$ cat config.mk
export PLATFORM = sky130hd
export DESIGN_NAME = wait_for_graph_deadlock_detector_flat
export DESIGN_NICKNAME = d
export VERILOG_FILES = /design/src/rtl/wfg_pkg.sv /design/src/rtl/wfg_if.sv /design/src/rtl/wfg_row_unit.sv /design/src/rtl/wait_for_graph_deadlock_detector.sv /design/src/flat_wrapper.sv
export VERILOG_INCLUDE_DIRS = /design/src /design/src/rtl
export SDC_FILE = /design/constraint.sdc
export NUM_CORES = 1
export LEC_CHECK = 0
export BUFFER_PORTS_ARGS = -buffer_cell sky130_fd_sc_hd__buf_4
export CELL_PAD_IN_SITES_DETAIL_PLACEMENT = 0
export CELL_PAD_IN_SITES_GLOBAL_PLACEMENT = 1
export CORE_ASPECT_RATIO = 0.9
export CORE_MARGIN = 2
export CORE_UTILIZATION = 40
export DETAILED_ROUTE_END_ITERATION = 8
export PLACE_DENSITY = 0.75
export SETUP_SLACK_MARGIN = 0.1
export SLEW_MARGIN = 20
export SYNTH_ARGS = -nofsm -noshare
export SYNTH_HDL_FRONTEND = slang
export SYNTH_SLANG_ARGS = --single-unit
$ cat constraint.sdc
create_clock -name i_clk -period 4 [get_ports i_clk]
set_input_delay 0 -clock i_clk [delete_from_list [all_inputs] [get_ports i_clk]]
set_output_delay 0 -clock i_clk [all_outputs]
set_load 0.005 [all_outputs]
$ cat src/rtl/assert_macros.svh
// Shared assertion macros, clocked on the rising edge and held off during reset.
`ifndef ASSERT_MACROS_SVH
`define ASSERT_MACROS_SVH

// Check that cons holds in the same cycle as ante.
`define ASSERT_SAME(lbl, clk, rst_n, ante, cons) \
    lbl: assert property (@(posedge clk) disable iff (!(rst_n)) (ante) |-> (cons)) \
        else $error("assertion failed");

// Check that cons holds in the cycle after ante.
`define ASSERT_NEXT(lbl, clk, rst_n, ante, cons) \
    lbl: assert property (@(posedge clk) disable iff (!(rst_n)) (ante) |=> (cons)) \
        else $error("assertion failed");

`endif

$ cat src/rtl/wfg_pkg.sv
package wfg_pkg;

    localparam int OPCODE_W = 2;
    localparam int ID_W     = 4;

    localparam logic [OPCODE_W-1:0] OP_LOCK    = 2'd0;
    localparam logic [OPCODE_W-1:0] OP_WAIT    = 2'd1;
    localparam logic [OPCODE_W-1:0] OP_RELEASE = 2'd2;

endpackage

$ cat src/rtl/wfg_if.sv
interface wfg_req_if;
    logic                          valid;
    logic                          ready;
    logic [wfg_pkg::OPCODE_W-1:0]  opcode;
    logic [wfg_pkg::ID_W-1:0]      thread_num;
    logic [wfg_pkg::ID_W-1:0]      resource_num;

    modport source (output valid, output opcode, output thread_num, output resource_num,
                    input ready);
    modport sink   (input valid, input opcode, input thread_num, input resource_num,
                    output ready);
endinterface

interface wfg_rsp_if;
    logic valid;
    logic ready;
    logic deadlock;

    modport source (output valid, output deadlock, input ready);
    modport sink   (input valid, input deadlock, output ready);
endinterface

$ cat src/rtl/wfg_row_unit.sv
module wfg_row_unit #(
    parameter int THREADS   = 16,
    parameter int RESOURCES = 16,
    parameter int TW        = 4
) (
    input  logic [RESOURCES-1:0] i_wait_row,
    input  logic [RESOURCES-1:0] i_holder_valid,
    input  logic [TW-1:0]        i_holder_thread [RESOURCES],
    output logic [THREADS-1:0]   o_adj_row
);

    // Map each waited, held resource to an edge toward its holder.
    always_comb begin
        o_adj_row = '0;
        for (int r = 0; r < RESOURCES; r++) begin
            if (i_wait_row[r] && i_holder_valid[r]) begin
                o_adj_row[i_holder_thread[r]] = 1'b1;
            end
        end
    end

endmodule

$ cat src/rtl/wait_for_graph_deadlock_detector.sv
// Wait-for graph deadlock detector.
// i_req carries one request: opcode (lock, wait, release), thread_num and
// resource_num. o_rsp returns one deadlock flag per request, in order, set
// when some chain of waiting threads leads back to a thread in it.
// The lock table and wait bitmaps change at the edge that accepts the
// request. The block then builds one adjacency row per cycle with a shared
// row unit (S_BUILD) and peels threads with no live successor, one pass per
// cycle (S_PEEL). In S_DONE the flag lands in the output register once it is
// free; only then does the block return to ready and take the next request.
// A finished flag waits in the output register while the next request is
// processed; if the receiver still stalls when that one finishes, the block
// holds in its final state until the register frees.
// Reset (synchronous, active low) frees every resource, clears all waits,
// drops any pending flag and returns the block to ready.
`include "assert_macros.svh"

module wait_for_graph_deadlock_detector #(
    parameter int THREADS   = 16,
    parameter int RESOURCES = 16
) (
    input  logic   i_clk,
    input  logic   i_rst_n,
    wfg_req_if.sink   i_req,
    wfg_rsp_if.source o_rsp
);

    localparam int TW = $clog2(THREADS);
    localparam int RW = (RESOURCES > 1) ? $clog2(RESOURCES) : 1;

    typedef enum logic [1:0] {S_IDLE, S_BUILD, S_PEEL, S_DONE} t_state;

    t_state               r_state;
    logic [TW-1:0]        r_cnt;
    logic [RESOURCES-1:0] r_holder_valid;
    logic [TW-1:0]        r_holder_thread [RESOURCES];
    logic [RESOURCES-1:0] r_wait [THREADS];
    logic [THREADS-1:0]   r_adj [THREADS];
    logic [THREADS-1:0]   r_alive;
    logic                 r_out_valid;
    logic                 r_out_deadlock;

    logic                 w_accept;
    logic                 w_in_range;
    logic [TW-1:0]        w_thr;
    logic [RW-1:0]        w_res;
    logic [THREADS-1:0]   w_adj_row;
    logic [THREADS-1:0]   n_alive;
    logic                 w_out_free;

    assign i_req.ready    = (r_state == S_IDLE);
    assign o_rsp.valid    = r_out_valid;
    assign o_rsp.deadlock = r_out_deadlock;

    assign w_accept   = i_req.valid && i_req.ready;
    assign w_in_range = (7'(i_req.thread_num) < 7'(THREADS)) &&
                        (7'(i_req.resource_num) < 7'(RESOURCES));
    assign w_thr      = TW'(i_req.thread_num);
    assign w_res      = RW'(i_req.resource_num);
    assign w_out_free = !r_out_valid || o_rsp.ready;

    wfg_row_unit #(
        .THREADS   (THREADS),
        .RESOURCES (RESOURCES),
        .TW        (TW)
    ) u_row (
        .i_wait_row      (r_wait[r_cnt]),
        .i_holder_valid  (r_holder_valid),
        .i_holder_thread (r_holder_thread),
        .o_adj_row       (w_adj_row)
    );

    // Keep a thread only while it still points at a live thread.
    always_comb begin
        for (int t = 0; t < THREADS; t++) begin
            n_alive[t] = r_alive[t] && (|(r_adj[t] & r_alive));
        end
    end

    always_ff @(posedge i_clk) begin
        if (!i_rst_n) begin
            r_state        <= S_IDLE;
            r_cnt          <= '0;
            r_holder_valid <= '0;
            r_out_valid    <= 1'b0;
            for (int t = 0; t < THREADS; t++) begin
                r_wait[t] <= '0;
            end
        end else begin
            if (o_rsp.ready && r_state != S_DONE) begin
                r_out_valid <= 1'b0;
            end
            case (r_state)
                S_IDLE: begin
                    if (w_accept) begin
                        if (w_in_range) begin
                            case (i_req.opcode)
                                wfg_pkg::OP_LOCK: begin
                                    r_holder_valid[w_res] <= 1'b1;
                                    r_wait[w_thr][w_res]  <= 1'b0;
                                end
                                wfg_pkg::OP_WAIT: begin
                                    r_wait[w_thr][w_res] <= 1'b1;
                                end
                                wfg_pkg::OP_RELEASE: begin
                                    if (r_holder_valid[w_res] &&
                                        r_holder_thread[w_res] == w_thr) begin
                                        r_holder_valid[w_res] <= 1'b0;
                                    end
                                end
                                default: begin
                                end
                            endcase
                        end
                        r_cnt   <= '0;
                        r_state <= S_BUILD;
                    end
                end
                S_BUILD: begin
                    if (r_cnt == TW'(THREADS - 1)) begin
                        r_cnt   <= '0;
                        r_alive <= '1;
                        r_state <= S_PEEL;
                    end else begin
                        r_cnt <= r_cnt + TW'(1);
                    end
                end
                S_PEEL: begin
                    r_alive <= n_alive;
                    if (r_cnt == TW'(THREADS - 1)) begin
                        r_cnt   <= '0;
                        r_state <= S_DONE;
                    end else begin
                        r_cnt <= r_cnt + TW'(1);
                    end
                end
                S_DONE: begin
                    if (w_out_free) begin
                        r_out_valid    <= 1'b1;
                        r_out_deadlock <= |r_alive;
                        r_state        <= S_IDLE;
                    end
                end
                default: begin
                    r_state <= S_IDLE;
                end
            endcase
        end
    end

    always_ff @(posedge i_clk) begin
        if (w_accept && w_in_range && i_req.opcode == wfg_pkg::OP_LOCK) begin
            r_holder_thread[w_res] <= w_thr;
        end
        if (r_state == S_BUILD) begin
            r_adj[r_cnt] <= w_adj_row;
        end
    end

    `ASSERT_NEXT(a_accept_starts_build, i_clk, i_rst_n, w_accept,
        r_state == S_BUILD && r_cnt == '0)
    `ASSERT_NEXT(a_peel_only_drops, i_clk, i_rst_n, r_state == S_PEEL,
        (r_alive & ~$past(r_alive)) == '0)
    `ASSERT_NEXT(a_done_delivers, i_clk, i_rst_n, r_state == S_DONE && w_out_free,
        o_rsp.valid && r_state == S_IDLE)

endmodule

$ cat src/flat_wrapper.sv
// flat-port wrapper written by rule: the top's interface ports become plain ports
module wait_for_graph_deadlock_detector_flat 
#(
    parameter int THREADS   = 16,
    parameter int RESOURCES = 16
)
  (i_clk, i_rst_n, i_req_valid, i_req_opcode, i_req_thread_num, i_req_resource_num, i_req_ready, o_rsp_valid, o_rsp_deadlock, o_rsp_ready);
  wfg_req_if i_req_i ();
  wfg_rsp_if o_rsp_i ();
  input  logic i_clk;
  input  logic i_rst_n;
  input wire logic [$bits(i_req_i.valid)-1:0] i_req_valid;
  input wire logic [$bits(i_req_i.opcode)-1:0] i_req_opcode;
  input wire logic [$bits(i_req_i.thread_num)-1:0] i_req_thread_num;
  input wire logic [$bits(i_req_i.resource_num)-1:0] i_req_resource_num;
  output wire logic [$bits(i_req_i.ready)-1:0] i_req_ready;
  output wire logic [$bits(o_rsp_i.valid)-1:0] o_rsp_valid;
  output wire logic [$bits(o_rsp_i.deadlock)-1:0] o_rsp_deadlock;
  input wire logic [$bits(o_rsp_i.ready)-1:0] o_rsp_ready;
  assign i_req_i.valid = i_req_valid;
  assign i_req_i.opcode = i_req_opcode;
  assign i_req_i.thread_num = i_req_thread_num;
  assign i_req_i.resource_num = i_req_resource_num;
  assign i_req_ready = i_req_i.ready;
  assign o_rsp_valid = o_rsp_i.valid;
  assign o_rsp_deadlock = o_rsp_i.deadlock;
  assign o_rsp_i.ready = o_rsp_ready;
  wait_for_graph_deadlock_detector #(.THREADS(THREADS), .RESOURCES(RESOURCES)) u_core (.i_clk(i_clk), .i_rst_n(i_rst_n), .i_req(i_req_i), .o_rsp(o_rsp_i));
endmodule
Word level (Yosys, flattened, before mapping)
Memory sizes are Yosys's and may differ from the RTL's. A register that Yosys moved wholly into a read port is not among the register bits.
Index checks and enable logic that the tools add are counted.
- reduce and logical (&&, ||, !) cells: 85
- equality and inequality tests: 13
- add/sub/neg operators: 1
- bitwise gates (word level): 51
- mux-type cells: 107
- magnitude comparators: 36
- operator list (operator ; number):
    $mux W16 ; 22
    $reduce_or A16 Y1 ; 18
    $and A16 B16 Y16 ; 17
    $or A16 B16 Y16 ; 16
    $lt A4 B5 Y1 const B ; 17
    $demux W1 S4 ; 17
    $ge A4 B1 Y1 const B ; 17
    $bwmux W64 ; 1
    $pmux W16 S2 ; 2
    $logic_and A1 B1 Y1 ; 54
    $mux W1 ; 48
    $mux W4 ; 8
    $bmux W4 S4 ; 1
    $demux W4 S4 ; 1
    $not A16 Y16 ; 1
    $or A1 B1 Y1 ; 16
    $mux W2 ; 4
    $ne A2 B1 Y1 const B ; 4
    $pmux W2 S4 ; 1
    $pmux W4 S2 ; 1
    $reduce_and A4 Y1 ; 2
    $eq A2 B2 Y1 const B ; 3
    $reduce_and A3 Y1 ; 2
    $reduce_bool A2 Y1 ; 3
    other kinds (14) ; 17
- register bits after elaboration: 104
- memories kept: 2
- word-level logic and storage cells: 317
- output and inout bits: 3
- bits in writable memories: 512
- bits of input ports: 14
- memories (memory ; words ; width ; rd ports ; clocked after memory_dff ; wr ports ; RTL line ; RTL):
    u_core.r_adj ; 16 ; 16 ; 16 ; 0 ; 1 ; wait_for_graph_deadlock_detector.sv:37 ; logic [THREADS-1:0] r_adj [THREADS];
    u_core.r_wait ; 16 ; 16 ; 1 ; 1 ; 16 ; wait_for_graph_deadlock_detector.sv:36 ; logic [RESOURCES-1:0] r_wait [THREADS];

Depth between registers and ports, before layout
- depth in word-level cells: 35
- mapped depth: 11

Modules after synthesis
Synthesis repeated with hierarchy kept, for this count alone.
- cell total of the unflattened synthesis: 2258
- area total of the unflattened synthesis: 28569.9 µm²
- modules (own cells, without submodules) (module ; seq. area each (µm²) ; times used ; area each (µm²) ; cells an instance):
    wait_for_graph_deadlock_detector ; 18347.6 ; 1 ; 26366.5 ; 1911
    wfg_row_unit ; 0.0 ; 1 ; 2203.4 ; 347

Worst setup path before layout
Ideal clock, no wire load.
- path type: reg-to-reg
- from: register (tool-made name)
- to: memory u_core.r_adj[0][8] (data pin)
- buffers on the path: 3
- clock period less this slack: 2776 ps
- arrival: 2449 ps
- data required time: 3673 ps
- stages on the path, launching flop included: 11
- path slack: 1224 ps
- cell sequence: dfxtp_1 > buf_6 > buf_6 > mux2i_1 > o211ai_1 > nand3_2 > buf_4 > a21oi_1 > a2111oi_2 > o2111ai_1 > or4_1
- RTL lines (element ; RTL line):
    to (decl) ; wait_for_graph_deadlock_detector.sv:37

==> reports/qor.yml <==
setup_violations_final: 0
synth-edff-count: 593
finalClockSkew_ns: 0.01577
cts_tree: "done"
rrSetupSlack_ns: 0.30
htree_num_levels: 2
place_ws_ns: 0.04519
leakagePower_nw: 10.09
run_status: "completed"
hold_ws_ns: 0.05338
syn-mean-instance-area_um2: 11.53
placementRows: 95
maxSlewHeadroom_pct: 25.28
number_of_nets_in_the_final_layout: 2585
critPathLaunchType: "register"
post_dp_cell_area_mm2: 0.03113
maxCapViolCount: 0
synth.net_count: 2618
initial_antenna_violation_count: 4
place_congestion: 1.003
required_ns: 4.36
clock_tree.root_cell: "sky130_fd_sc_hd__clkbuf_16"
cts-buffers-inserted: 60
buffer_ports.inserted: 16
post_route_minimum_period_ns: 3.704
final_layout_size_suffix_gt1_share_pct: 9.686
viasPerCell: 6.210
cts.sinks: 620
grt_max_degree: 147
post_synth_num_cell_types: 83
power.total_w: 0.01467
synthesized_area_mm2: 0.02993
peakVddDrop_uv: 336.7
wire_per_inst_um: 27.42
cts-root-to-sink-buffers: 3
dp_hpwl_um: 65850
fmaxAchievable_mhz: 270.0
io-pin-count: 17
synth.top_cells.by_area: "sky130_fd_sc_hd__edfxtp_1 (59%), sky130_fd_sc_hd__o21ai_0 (5.0%), sky130_fd_sc_hd__mux2i_1 (4.6%), sky130_fd_sc_hd__nor2_1 (4.2%), sky130_fd_sc_hd__a22oi_1 (3.3%)"
synthesis.yosys.warnings: 0
die_w_um: 292.3
drt_drc_violations_left: 0
synth_ff_type: "sky130_fd_sc_hd__edfxtp_1"
core_footprint_mm2: 0.07441
worst_skew_pair_latency_ns: 0.65
p_per_area_mw_per_mm2: 441.7
totalWireLength_um: 98260
drt_pass1_iterations: 6
postLayoutSetupSlackWorst_ns: 0.2958
chipHeight_um: 263.5
setup_tns_ns: 0
timing_hold_violations_final: 0
worst_pin_slew_ns: 1.109
yosysTopAreaCell: "sky130_fd_sc_hd__edfxtp_1"
drv_slew: 0
grtUsageTotal_pct: 25.10
arrival_ns: 4.06
detail-route-antenna-nets: 0
initial_core_util_pct: 40.23
setup.worst_path.end_class: "register"
detailedRoute.firstIterationViolations: 2816
via_count: 22252
fp.dieArea_mm2: 0.07704
synth-seq-cells: 620
seq_area_frac_synth_pct: 61.30
grt_setup_unrepaired: "false"
layout-area-overhead-vs-synth_pct: 10.95
syn_inst: 2596
critical_path_class: "reg -> reg"
synthDominantCellAreaShare_pct: 59.49
hold_class: "in -> reg"
crit_fanout: 16
clock_slew_at_reported_path_ffs_ns: 0.06
share_of_the_clock_period_used_by_the_worst_path_after_layout_pct: 92.60
grt_first_pass_wirelength_um: 143300
first_global_vias: 21207
synth-async-reset-ratio_pct: 0
overflow: 0
stdcell_area_mm2: 0.03321
## routing by layer
metal  wire length [um]  share of wire [%]  vias up  global-route usage [%]
li1                   -                  -     9769                       -
met1              41010                 42    11219                   34.58
met2              46470                 47     1104                   41.20
met3               8122                8.3      156                   4.044
met4               2622                2.7        4                   6.875
met5                 26              0.026        -                       0
## sequential cells by signal, summed over array words and instances, names as in the netlist, named ones only
signal and cells:
u_core.o_rsp.deadlock 1, u_core.o_rsp.valid 1, u_core.r_adj 256, u_core.r_alive 16, u_core.r_cnt 4, u_core.r_holder_thread 64
u_core.r_state 2, u_core.r_wait 256
## logic make-up after synthesis
logic type	share of synthesized area [%]
DFF	61.30
buffers and inverters	3.495
muxes	6.040
xor gates and xnor gates	0.1170
adders and majority gates	0.3344
and+or+nand+nor	14.07
AOI/OAI and AO/OA	14.65
## area by class of cell
| cell class | instances | area, um2 |
|---|---|---|
| fill | 6795 | 41200 |
| sequential | 620 | 18350 |
| multi-input combinational | 1745 | 10620 |
| clock buffer | 76 | 1582 |
| tap | 970 | 1214 |
| timing repair buffer | 119 | 1027 |
| clock inverter | 35 | 349.1 |
| inverter | 17 | 63.81 |
| antenna | 1 | 2.502 |
## through the flow
stage               instances  utilization, %
CTS                      3581           44.56
global placement         3461           41.81
detailed placement       3461           41.84
global route             3582           44.63
finish                   3583           44.63
floorplan                2596               -
## layout by cell type, fill, tap and decap left out, types with 24 or more instances in the layout
| cell | count |
|---|---|
| sky130_fd_sc_hd__a211oi_1 | 32 |
| sky130_fd_sc_hd__a21oi_1 | 84 |
| sky130_fd_sc_hd__a221oi_1 | 25 |
| sky130_fd_sc_hd__a22oi_1 | 130 |
| sky130_fd_sc_hd__buf_4 | 99 |
| sky130_fd_sc_hd__clkbuf_16 | 60 |
| sky130_fd_sc_hd__dfxtp_1 | 24 |
| sky130_fd_sc_hd__edfxtp_1 | 593 |
| sky130_fd_sc_hd__mux2i_1 | 139 |
| sky130_fd_sc_hd__nand2_1 | 211 |
| sky130_fd_sc_hd__nand2b_1 | 54 |
| sky130_fd_sc_hd__nand3_1 | 62 |
| sky130_fd_sc_hd__nand4_1 | 46 |
| sky130_fd_sc_hd__nor2_1 | 326 |
| sky130_fd_sc_hd__nor2b_1 | 49 |
| sky130_fd_sc_hd__nor3_1 | 27 |
| sky130_fd_sc_hd__o21ai_0 | 299 |
## worst max-delay path, cell delays in order (launching register included)
cell,delay [ns]
sky130_fd_sc_hd__dfxtp_1,0.44
sky130_fd_sc_hd__and2_1,0.48
sky130_fd_sc_hd__buf_4,0.30
sky130_fd_sc_hd__a22oi_1,0.15
sky130_fd_sc_hd__and3_1,0.20
sky130_fd_sc_hd__a31oi_1,0.49
sky130_fd_sc_hd__nor3_1,0.15
sky130_fd_sc_hd__a2111o_1,0.40
sky130_fd_sc_hd__or4_1,0.53
sky130_fd_sc_hd__buf_4,0.26
## Yosys cell counts, types with 7 or more instances
master and instances:
sky130_fd_sc_hd__buf_6 9, sky130_fd_sc_hd__o211ai_1 7, sky130_fd_sc_hd__a22oi_1 130, sky130_fd_sc_hd__o2111ai_1 8
sky130_fd_sc_hd__a221oi_1 25, sky130_fd_sc_hd__mux2i_1 139, sky130_fd_sc_hd__nand4_1 46, sky130_fd_sc_hd__ha_1 8
sky130_fd_sc_hd__buf_2 18, sky130_fd_sc_hd__a211oi_1 32, sky130_fd_sc_hd__mux4_2 17, sky130_fd_sc_hd__nor2b_1 49
sky130_fd_sc_hd__inv_1 17, sky130_fd_sc_hd__clkbuf_1 164, sky130_fd_sc_hd__dfxtp_1 27, sky130_fd_sc_hd__edfxtp_1 593
sky130_fd_sc_hd__a2111oi_0 25, sky130_fd_sc_hd__nand3_1 64, sky130_fd_sc_hd__and2_1 18, sky130_fd_sc_hd__a22o_1 18
sky130_fd_sc_hd__nand2b_1 54, sky130_fd_sc_hd__o21ai_0 299, sky130_fd_sc_hd__nor2_1 333, sky130_fd_sc_hd__nor3_1 31
sky130_fd_sc_hd__a21oi_1 84, sky130_fd_sc_hd__nand3b_1 8, sky130_fd_sc_hd__nand2_1 211, sky130_fd_sc_hd__or4_1 14
sky130_fd_sc_hd__a32oi_1 7, sky130_fd_sc_hd__buf_4 16, sky130_fd_sc_hd__nor4_1 8
## repair_timing
item	in CTS	in global routing
resized for setup	1	4
pin swaps	0	0
setup buffers	0	1
cloned	0	0
hold endpoints to repair	97	0
endpoints found under the setup margin	16	40
hold buffers	9	0
## report_power, final
group / switching, W / leakage [nW] / internal, W
clock network: 0.00251 / 0.950 / 0.00314
logic: 0.00102 / 3.38 / 0.000524
registers: 0.000180 / 5.76 / 0.00730
## final timing paths
check | startpoint | end | depth (start not counted)
worst max register to register | register | u_core.r_adj[3][7] | 9
worst min-delay path | i_req_resource_num[1] | register | 3
worst max-delay path | register | u_core.r_adj[3][7] | 9
worst min register to register | u_core.r_state[0] | u_core.r_state[0] | 2
Power figures use the tool's default switching activity.
